$ cat src/hdl/fpllfp_pkg.sv
// Package for the fractional-N PLL frequency planner.
// Holds constants, status and register codes, and the pipeline stage type.
// No dependencies.
`default_nettype none
package fpllfp_pkg;

   localparam int FreqW  = 33;
   localparam int PfdW   = 28;
   localparam int ModW   = 12;
   localparam int IntW   = 16;
   localparam int VcoExtW = 39;

   localparam int NumStages   = 31;
   localparam int StCheck     = 1;
   localparam int StMult      = 18;

   localparam logic [VcoExtW-1:0] VcoMinHz = 39'd2200000000;
   localparam logic [VcoExtW-1:0] VcoMaxHz = 39'd4400000000;

   localparam logic [PfdW-1:0]  PfdReset = 28'd25000000;
   localparam logic [ModW-1:0]  ModReset = 12'd2000;
   localparam logic [FreqW-1:0] MinReset = 33'd35000000;
   localparam logic [FreqW-1:0] MaxReset = 33'd4400000000;

   localparam logic [1:0] StatusOk      = 2'd0;
   localparam logic [1:0] StatusBand    = 2'd1;
   localparam logic [1:0] StatusVco     = 2'd2;
   localparam logic [1:0] StatusUnrepr  = 2'd3;

   localparam logic [7:0] RegPfd = 8'd0;
   localparam logic [7:0] RegMod = 8'd1;
   localparam logic [7:0] RegMin = 8'd2;
   localparam logic [7:0] RegMax = 8'd3;

   typedef struct packed {
      logic [1:0]      status;
      logic [2:0]      shamt;
      logic [PfdW-1:0] rem;
      logic [15:0]     low;
      logic [IntW-1:0] quot;
      logic [IntW-1:0] ip;
   } stage_type;

   function automatic logic [2:0] div_shift(input logic [FreqW-1:0] f);
      logic [2:0] s;
      if (f >= 33'd2200000000)     s = 3'd0;
      else if (f >= 33'd1100000000) s = 3'd1;
      else if (f >= 33'd550000000)  s = 3'd2;
      else if (f >= 33'd275000000)  s = 3'd3;
      else if (f >= 33'd137500000)  s = 3'd4;
      else if (f >= 33'd68750000)   s = 3'd5;
      else                          s = 3'd6;
      return s;
   endfunction

endpackage
`default_nettype wire

$ cat src/hdl/frac_n_pll_frequency_planner.sv
// Top level of the fractional-N PLL frequency planner.
// Request/response streams with a 31-stage restoring-division pipeline.
// Depends on fpllfp_pkg.
//
// Usage:
//   req_tdata carries a requested output frequency in hertz; rsp_tdata returns
//   status, output divider, integer part and fraction for it, in order.
//   csr_* writes the reference, modulus and band limits; write only when idle.
// Throughput: one request per cycle while rsp_tready holds. One quotient bit per
//   stage, sixteen stages for the integer part and twelve for the fraction,
//   plus band check, overflow check and the rem*modulus multiply stage.
// Reset: empties the pipeline and loads the register defaults.
// Stall: each stage holds while the next is full and stalled; empty stages
//   still fill, so requests keep being taken until the pipeline is full.
`default_nettype none
module frac_n_pll_frequency_planner (
   input  wire logic        clock,
   input  wire logic        reset,
   input  wire logic        req_tvalid,
   output logic             req_tready,
   input  wire logic [39:0] req_tdata,   // [32:0] freq_hz
   output logic             rsp_tvalid,
   input  wire logic        rsp_tready,
   output logic [39:0]      rsp_tdata,   // [1:0] status, [8:2] out_divider,
                                         // [24:9] int_part, [36:25] frac_part
   input  wire logic        csr_valid,
   output logic             csr_ready,
   input  wire logic [7:0]  csr_index,
   input  wire logic [32:0] csr_data
);

   localparam int N = fpllfp_pkg::NumStages;

   logic [fpllfp_pkg::PfdW-1:0]  pfd_ff;
   logic [fpllfp_pkg::ModW-1:0]  mod_ff;
   logic [fpllfp_pkg::FreqW-1:0] min_ff, max_ff;

   fpllfp_pkg::stage_type st_ff [N];
   fpllfp_pkg::stage_type st_in [N];
   logic [N-1:0] v_ff;
   logic [N-1:0] v_src;
   logic [N:0]   en;

   logic [fpllfp_pkg::FreqW-1:0]   f;
   logic [fpllfp_pkg::VcoExtW-1:0] vco0;
   logic [fpllfp_pkg::FreqW-1:0]   vco1;
   logic [44:0]                    lim1;
   logic [39:0]                    prod;
   fpllfp_pkg::stage_type          last;

   assign csr_ready = 1'b1;

   always_ff @(posedge clock) begin
      if (reset) begin
         pfd_ff <= fpllfp_pkg::PfdReset;
         mod_ff <= fpllfp_pkg::ModReset;
         min_ff <= fpllfp_pkg::MinReset;
         max_ff <= fpllfp_pkg::MaxReset;
      end else if (csr_valid) begin
         unique case (csr_index)
            fpllfp_pkg::RegPfd: pfd_ff <= csr_data[fpllfp_pkg::PfdW-1:0];
            fpllfp_pkg::RegMod: mod_ff <= csr_data[fpllfp_pkg::ModW-1:0];
            fpllfp_pkg::RegMin: min_ff <= csr_data;
            fpllfp_pkg::RegMax: max_ff <= csr_data;
            default: ;
         endcase
      end
   end

   always_comb begin
      en[N] = rsp_tready;
      for (int i = N - 1; i >= 0; i--) begin
         en[i] = !v_ff[i] || en[i+1];
      end
   end
   assign req_tready = en[0];

   assign f    = req_tdata[fpllfp_pkg::FreqW-1:0];
   assign vco1 = {st_ff[0].rem[16:0], st_ff[0].low};
   assign lim1 = {1'b0, pfd_ff, 16'b0};
   assign prod = st_ff[fpllfp_pkg::StMult-1].rem * {28'b0, mod_ff};

   always_comb begin
      logic [28:0] t;
      logic        ge;
      t  = '0;
      ge = 1'b0;
      vco0 = {6'b0, f} << fpllfp_pkg::div_shift(f);
      // stage 0: divider, band and VCO range
      st_in[0] = '0;
      st_in[0].shamt = fpllfp_pkg::div_shift(f);
      st_in[0].rem   = {11'b0, vco0[32:16]};
      st_in[0].low   = vco0[15:0];
      if (f < min_ff || f > max_ff)
         st_in[0].status = fpllfp_pkg::StatusBand;
      else if (vco0 < fpllfp_pkg::VcoMinHz || vco0 > fpllfp_pkg::VcoMaxHz)
         st_in[0].status = fpllfp_pkg::StatusVco;
      else
         st_in[0].status = fpllfp_pkg::StatusOk;
      for (int i = 1; i < N; i++) begin
         st_in[i] = st_ff[i-1];
         if (i == fpllfp_pkg::StCheck) begin
            if (st_ff[i-1].status == fpllfp_pkg::StatusOk &&
                (pfd_ff == '0 || {12'b0, vco1} >= lim1))
               st_in[i].status = fpllfp_pkg::StatusUnrepr;
         end else if (i == fpllfp_pkg::StMult) begin
            st_in[i].ip   = st_ff[i-1].quot;
            st_in[i].quot = '0;
            st_in[i].rem  = prod[39:12];
            st_in[i].low  = {prod[11:0], 4'b0};
         end else begin
            t  = {st_ff[i-1].rem, st_ff[i-1].low[15]};
            ge = t >= {1'b0, pfd_ff};
            st_in[i].rem  = ge ? 28'(t - {1'b0, pfd_ff}) : t[27:0];
            st_in[i].low  = {st_ff[i-1].low[14:0], 1'b0};
            st_in[i].quot = {st_ff[i-1].quot[14:0], ge};
         end
      end
   end

   always_ff @(posedge clock) begin
      for (int i = 0; i < N; i++) begin
         if (en[i]) st_ff[i] <= st_in[i];
      end
   end

   assign v_src = {v_ff[N-2:0], req_tvalid};

   always_ff @(posedge clock) begin
      if (reset) begin
         v_ff <= '0;
      end else begin
         for (int i = 0; i < N; i++) begin
            if (en[i]) v_ff[i] <= v_src[i];
         end
      end
   end

   assign last       = st_ff[N-1];
   assign rsp_tvalid = v_ff[N-1];

   always_comb begin
      rsp_tdata       = '0;
      rsp_tdata[1:0]  = last.status;
      rsp_tdata[8:2]  = 7'(7'd1 << last.shamt);
      if (last.status == fpllfp_pkg::StatusOk) begin
         rsp_tdata[24:9]  = last.ip;
         rsp_tdata[36:25] = last.quot[11:0];
      end
   end

endmodule
`default_nettype wire
$ cat config.mk
export PLATFORM = sky130hd
export DESIGN_NAME = frac_n_pll_frequency_planner
export DESIGN_NICKNAME = d
export VERILOG_FILES = /design/src/hdl/fpllfp_pkg.sv /design/src/hdl/frac_n_pll_frequency_planner.sv
export SDC_FILE = /design/constraint.sdc
export NUM_CORES = 2
export LEC_CHECK = 0
export BUFFER_PORTS_ARGS = -buffer_cell sky130_fd_sc_hd__buf_2
export CORE_ASPECT_RATIO = 0.7
export CORE_MARGIN = 2
export CORE_UTILIZATION = 65
export DETAILED_ROUTE_END_ITERATION = 16
export MAX_ROUTING_LAYER = met4
export PLACE_DENSITY = 0.81
export SLEW_MARGIN = 5
export SYNTH_ARGS = -nofsm -noshare
export SYNTH_HDL_FRONTEND = slang
export SYNTH_SLANG_ARGS = --single-unit
$ cat constraint.sdc
create_clock -name clock -period 9.7 [get_ports clock]
set_input_delay 0.485 -clock clock [delete_from_list [all_inputs] [get_ports clock]]
set_output_delay 0.485 -clock clock [all_outputs]
set_load 0.01 [all_outputs]
After elaboration in Yosys (flattened, before gate mapping). Memory sizes are Yosys's and may differ from the RTL's. Index checks and enable logic that the tools add are counted.

Flip-flop bits (word level): 137. Bits in latches: 0. Memory bits (writable): 2511. Memory bits (read-only): 0. Input port bits: 86. Output and inout port bits: 43. Word-level logic and storage cells: 283. Memories: 1.

Memory list: st_ff (words 31, bits a word 81, rd ports 31, clocked after Yosys merged registers in 0, wr ports 31, line frac_n_pll_frequency_planner.sv:38) `fpllfp_pkg::stage_type st_ff [N];`.

$add $sub $neg: 28. Multiply operators: 1. Div/mod/pow operators: 0. Magnitude comparators: 39. Eq/ne operators: 3. Shift-type cells: 2. Muxes and demuxes: 100. Bitwise operators: 0. Reduce and logical (&&, ||, !) cells: 74.

Operators with widths (number): >= comparator 29 x 28 -> 1 bit (28); two-way mux 28 bit (29); subtractor 28 bit (28); two-way mux 1 bit (62); >= comparator 33 x 44 -> 1 bit (1); multiplier 28 x 12 -> 40 bit (1); > comparator 39 x 33 -> 1 bit, second input constant (1); less-than comparator 39 x 32 -> 1 bit, second input constant (1); << shifter 33 x 3 -> 39 bit (1); logical OR 1 bit (34); >= comparator 33 x 27 -> 1 bit, second input constant (1); >= comparator 33 x 28 -> 1 bit, second input constant (1); >= comparator 33 x 29 -> 1 bit, second input constant (1); >= comparator 33 x 30 -> 1 bit, second input constant (1); >= comparator 33 x 31 -> 1 bit, second input constant (1); >= comparator 33 x 32 -> 1 bit, second input constant (1); > comparator 33 bit (1); less-than comparator 33 bit (1); zero test 1 bit (31); zero test 28 bit (1); equality test 8 x 2 -> 1 bit, second input constant (2); two-way mux 3 bit (4); two-way mux 2 bit (5); equality test 8 x 1 -> 1 bit, second input constant (1); other kinds (5) (9).

Logic depth before layout (Yosys ltp).
Depth in word-level cells: 34. Gate-level depth with buffers: 26. Gate-level depth less buffers: 25.

Worst setup path before layout. Ideal clock, no wire load.

Kind: input-to-output. Start point: in rsp_tready. End point: out req_tready. Data arrival time: 8.544 ns. Required time: 9.215 ns. Slack: 0.671 ns. Stages on the path: 14. Path buffers: 0. Cell sequence: nor2b_1 -> inv_1 -> nor2_1 -> and2_1 -> inv_1 -> nor4_1 -> and2_1 -> inv_1 -> nor3_1 -> and2_1 -> nand3_1 -> nor2_1 -> nand4_1 -> or2_2.

Cells in the longest elaborated chain, start to end: 31.

RTL lines: from (decl) (line frac_n_pll_frequency_planner.sv:23) `input wire logic rsp_tready,`; logical OR 1 bit (line frac_n_pll_frequency_planner.sv:73) `en[i] = !v_ff[i] || en[i+1];`; named net en[30] (line frac_n_pll_frequency_planner.sv:42) `logic [N:0] en;`; logical OR 1 bit (5 in a row) (line frac_n_pll_frequency_planner.sv:73); named net en[25] (line frac_n_pll_frequency_planner.sv:42); logical OR 1 bit (12 in a row) (line frac_n_pll_frequency_planner.sv:73); named net en[13] (line frac_n_pll_frequency_planner.sv:42); logical OR 1 bit (8 in a row) (line frac_n_pll_frequency_planner.sv:73); named net en[5] (line frac_n_pll_frequency_planner.sv:42); logical OR 1 bit (4 in a row) (line frac_n_pll_frequency_planner.sv:73); named net en[1] (line frac_n_pll_frequency_planner.sv:42); logical OR 1 bit (line frac_n_pll_frequency_planner.sv:73); to (decl) (line frac_n_pll_frequency_planner.sv:20) `output logic req_tready,`.

The timed path passes the listed nets, and every way through them passes these cells.

==> flow_summary.json <==
{
  "post-cts-setup-buffer-count": 0,
  "grt_antenna_before_repair": 5,
  "setup_viol": 0,
  "cp_slowest_stage_delay_ns": 0.70,
  "grt_setup_unrepaired": "no",
  "tcrit_tclk_final": 0.815,
  "detail_route.vias_per_cell": 6.49,
  "yosysTopAreaCell": "edfxtp_1",
  "period_needed_ns": 7.91,
  "routed_wire_length_per_instance_um": 24.2,
  "synth_top_area_share": 0.440,
  "ys_types": 89,
  "status": "finished, final reports clean",
  "clock-skew-final_ns": 0.0726,
  "grt_first_pass_wirelength_um": 472000,
  "layout.cell_area.non_filler_um2": 120000,
  "async_flop_share": 0,
  "cts-buffers-inserted": 168,
  "hold_class": "input port to register",
  "mapped_cell_area_um2": 111000,
  "design.final.nets": 11789,
  "number_of_buffers_between_clock_root_and_the_deepest_sink": 3,
  "synth_sequential_area_ratio": 0.465,
  "routed_wirelength_um": 312000,
  "clock_tree.root_cell": "clkbuf_16",
  "finalHoldViolations": 0,
  "drt_iter0_markers": 10965,
  "worstPathRequired_ns": 10.25,
  "cts.reportedPaths.clkPinSlew_ns": 0.07,
  "drt-pass1-iter-count": 6,
  "number_of_enable_flip_flop_cells_after_synthesis": 1625,
  "cts_resized": 0,
  "number_of_vias_after_detailed_routing": 83512,
  "first_global_vias": 79282,
  "netlist_instances": 10329,
  "synth.avg_cell_area_um2": 10.7,
  "gp_congestion": 0.969,
  "preCtsSetupSlack_ns": 1.89,
  "critical_path.most_common_cell": "fa_1",
  "clkSinkCount": 1762,
  "start_kind": "register",
  "drt_drc_violations_left": 0,
  "fp.coreArea_um2": 169000,
  "synth_seq_cells": 1762,
  "setup_tns_ns": 0,
  "worst_ep_arrival_time_ns": 8.46,
  "cp-end-kind": "register",
  "detailedPlacementHpwl_um": 221000,
  "number_of_top_level_pins": 129,
  "grt_use_total": 0.366,
  "synth_area_leaders": "edfxtp_1, ha_1, fa_1",
  "synthToLayoutAreaGrowth_pct": 8.54,
  "die-area_um2": 174000,
  "crit_family": "adder cells",
  "num_rows": 126,
  "timing.hold.ws_ns": 0.0588,
  "overflow": 0,
  "cts_tree": "yes",
  "drive_gt1_frac": 0.0823,
  "cp_num_buf_inv": 3,
  "maxSlewViolCount": 0,
  "grt_max_degree": 71,
  "worstMarginPinSlew_ns": 1.27,
  "synthesis.yosys.warnings": 0,
  "dieWidth_um": 497,
  "fmax_mhz": 126,
  "ys.flop_type": "edfxtp_1",
  "timing.critical_path.fanout_max": 12,
  "die_y_um": 349,
  "post-route-worst-setup-slack_ns": 1.79,
  "cp_cell_sequence": "nand2_1, fa_1, inv_1, fa_1, inv_1, fa_1, inv_1, fa_1, fa_1, ha_1, a2111oi_0, o21ai_0, a2111oi_0, nor3_1, nor3_1, nor3_1, a41o_1, o41ai_1, o311a_1, a21oi_1, a31oi_1, nor2b_1, xnor2_1",
  "slew-limit-headroom": 0.151,
  "initial_util": 0.656,
  "placement.cell_area_um2": 114000,
  "total_of_max_cap_violations": 0,
  "cts_max_level": 4,
  "setup.worst_path.class": "register to register",
  "worst_path_max_delay_cell": "edfxtp_1",
  "port_buffers": 117,
  "worst_skew_pair.late_latency_ns": 0.83,
  "antenna_violating_nets_remaining": 0
}
-- through the flow --
stage	utilization	instances
floorplan	-	10331
CTS	0.711	12868
detailed placement	0.676	12518
global route	0.711	12868
finish	0.712	12871
global placement	0.676	12518
-- cell type report --
type / instances / area, µm²
multi-input cells: 7661 / 56100
flip-flops and latches: 1762 / 51500
fillers: 11888 / 48800
clock buffers: 216 / 4560
well taps: 2240 / 2800
inverters: 624 / 2340
repair buffers: 265 / 1800
clock inverters: 100 / 1150
diodes: 3 / 7.51
-- what timing repair did --
action | CTS | global route
hold endpoints to repair | 96 | 0
endpoints found under the setup margin | 0 | 0
hold buffers | 34 | 0
-- worst paths after layout --
path / from / endpoint / slack (ns) / cells past startpoint
setup reg to reg: st_ff[1][134] / st_ff[1][235] / 1.79 / 23
hold / removal: rsp_tready / v_ff[30] / 0.06 / 4
hold reg to reg: st_ff[1][208] / st_ff[1][290] / 0.38 / 0
setup / recovery: st_ff[1][134] / st_ff[1][235] / 1.79 / 23
-- per-layer routing --
metal,vias up,share of wire,track usage
met1,40355,0.43,0.532
met5,-,0,-
met3,670,0.11,0.0705
met4,0,0.036,0.120
li1,38049,-,-
met2,4438,0.42,0.517
-- cells in the mapped netlist (all sizes together) (140+ instances only) --
master	n
inv	624
a21o	264
and2	174
xnor2	377
mux2	205
nand3	162
clkbuf	257
ha	934
o21ai	588
nor2	730
nor3	178
nand4	149
nand2b	140
edfxtp	1625
fa	287
nand2	1040
a21oi	867
xor2	218
-- sequential cells by signal, summed over array words and instances, names as in the netlist --
name / cells
v_ff: 31
st_ff: 1625
min_ff: 33
max_ff: 33
pfd_ff: 28
mod_ff: 12
-- cell usage in the layout, fill, tap and decap left out, drive strengths merged, types with 61 or more instances in the layout --
cell / n
a21boi: 61
a21o: 264
a21oi: 867
and2: 174
and3: 67
buf: 231
clkbuf: 216
clkinv: 68
dfxtp: 137
edfxtp: 1625
fa: 287
ha: 934
inv: 634
mux2: 205
mux2i: 73
nand2: 1040
nand2b: 140
nand3: 162
nand4: 149
nor2: 730
nor2b: 125
nor3: 178
o21a: 95
o21ai: 588
o21bai: 80
o31ai: 66
or2: 72
or3: 75
xnor2: 377
xor2: 218
-- cell families (layout without fill, tap and decap cells) --
group                    Yosys count  count (layout)  share of synthesized area
AND/OR/NAND/NOR                 3092            3092                      0.133
AO/OA/AOI/OAI                   2468            2468                      0.138
flip-flops                      1762            1762                      0.465
adder cells (fa/ha/maj)         1221            1221                      0.157
buffers and inverters            908            1205                     0.0312
XOR/XNOR                         595             595                     0.0470
multiplexers                     281             281                     0.0281
other                              2               7                  0.0000678
-- worst reg2reg max path, stage by stage (launching register included) --
cell,delay (ns)
edfxtp_1,0.70
nand2_1,0.17
fa_1,0.55
inv_1,0.05
fa_1,0.50
inv_1,0.05
fa_1,0.47
inv_1,0.05
fa_1,0.51
fa_1,0.53
ha_1,0.41
a2111oi_0,0.47
o21ai_0,0.27
a2111oi_0,0.67
nor3_1,0.24
nor3_1,0.24
nor3_1,0.11
a41o_1,0.26
o41ai_1,0.59
o311a_1,0.29
a21oi_1,0.09
a31oi_1,0.20
nor2b_1,0.18
xnor2_1,0.07
Power is not shown: default switching activity piles up to over one toggle a cycle in this logic, so the estimate is an artifact.
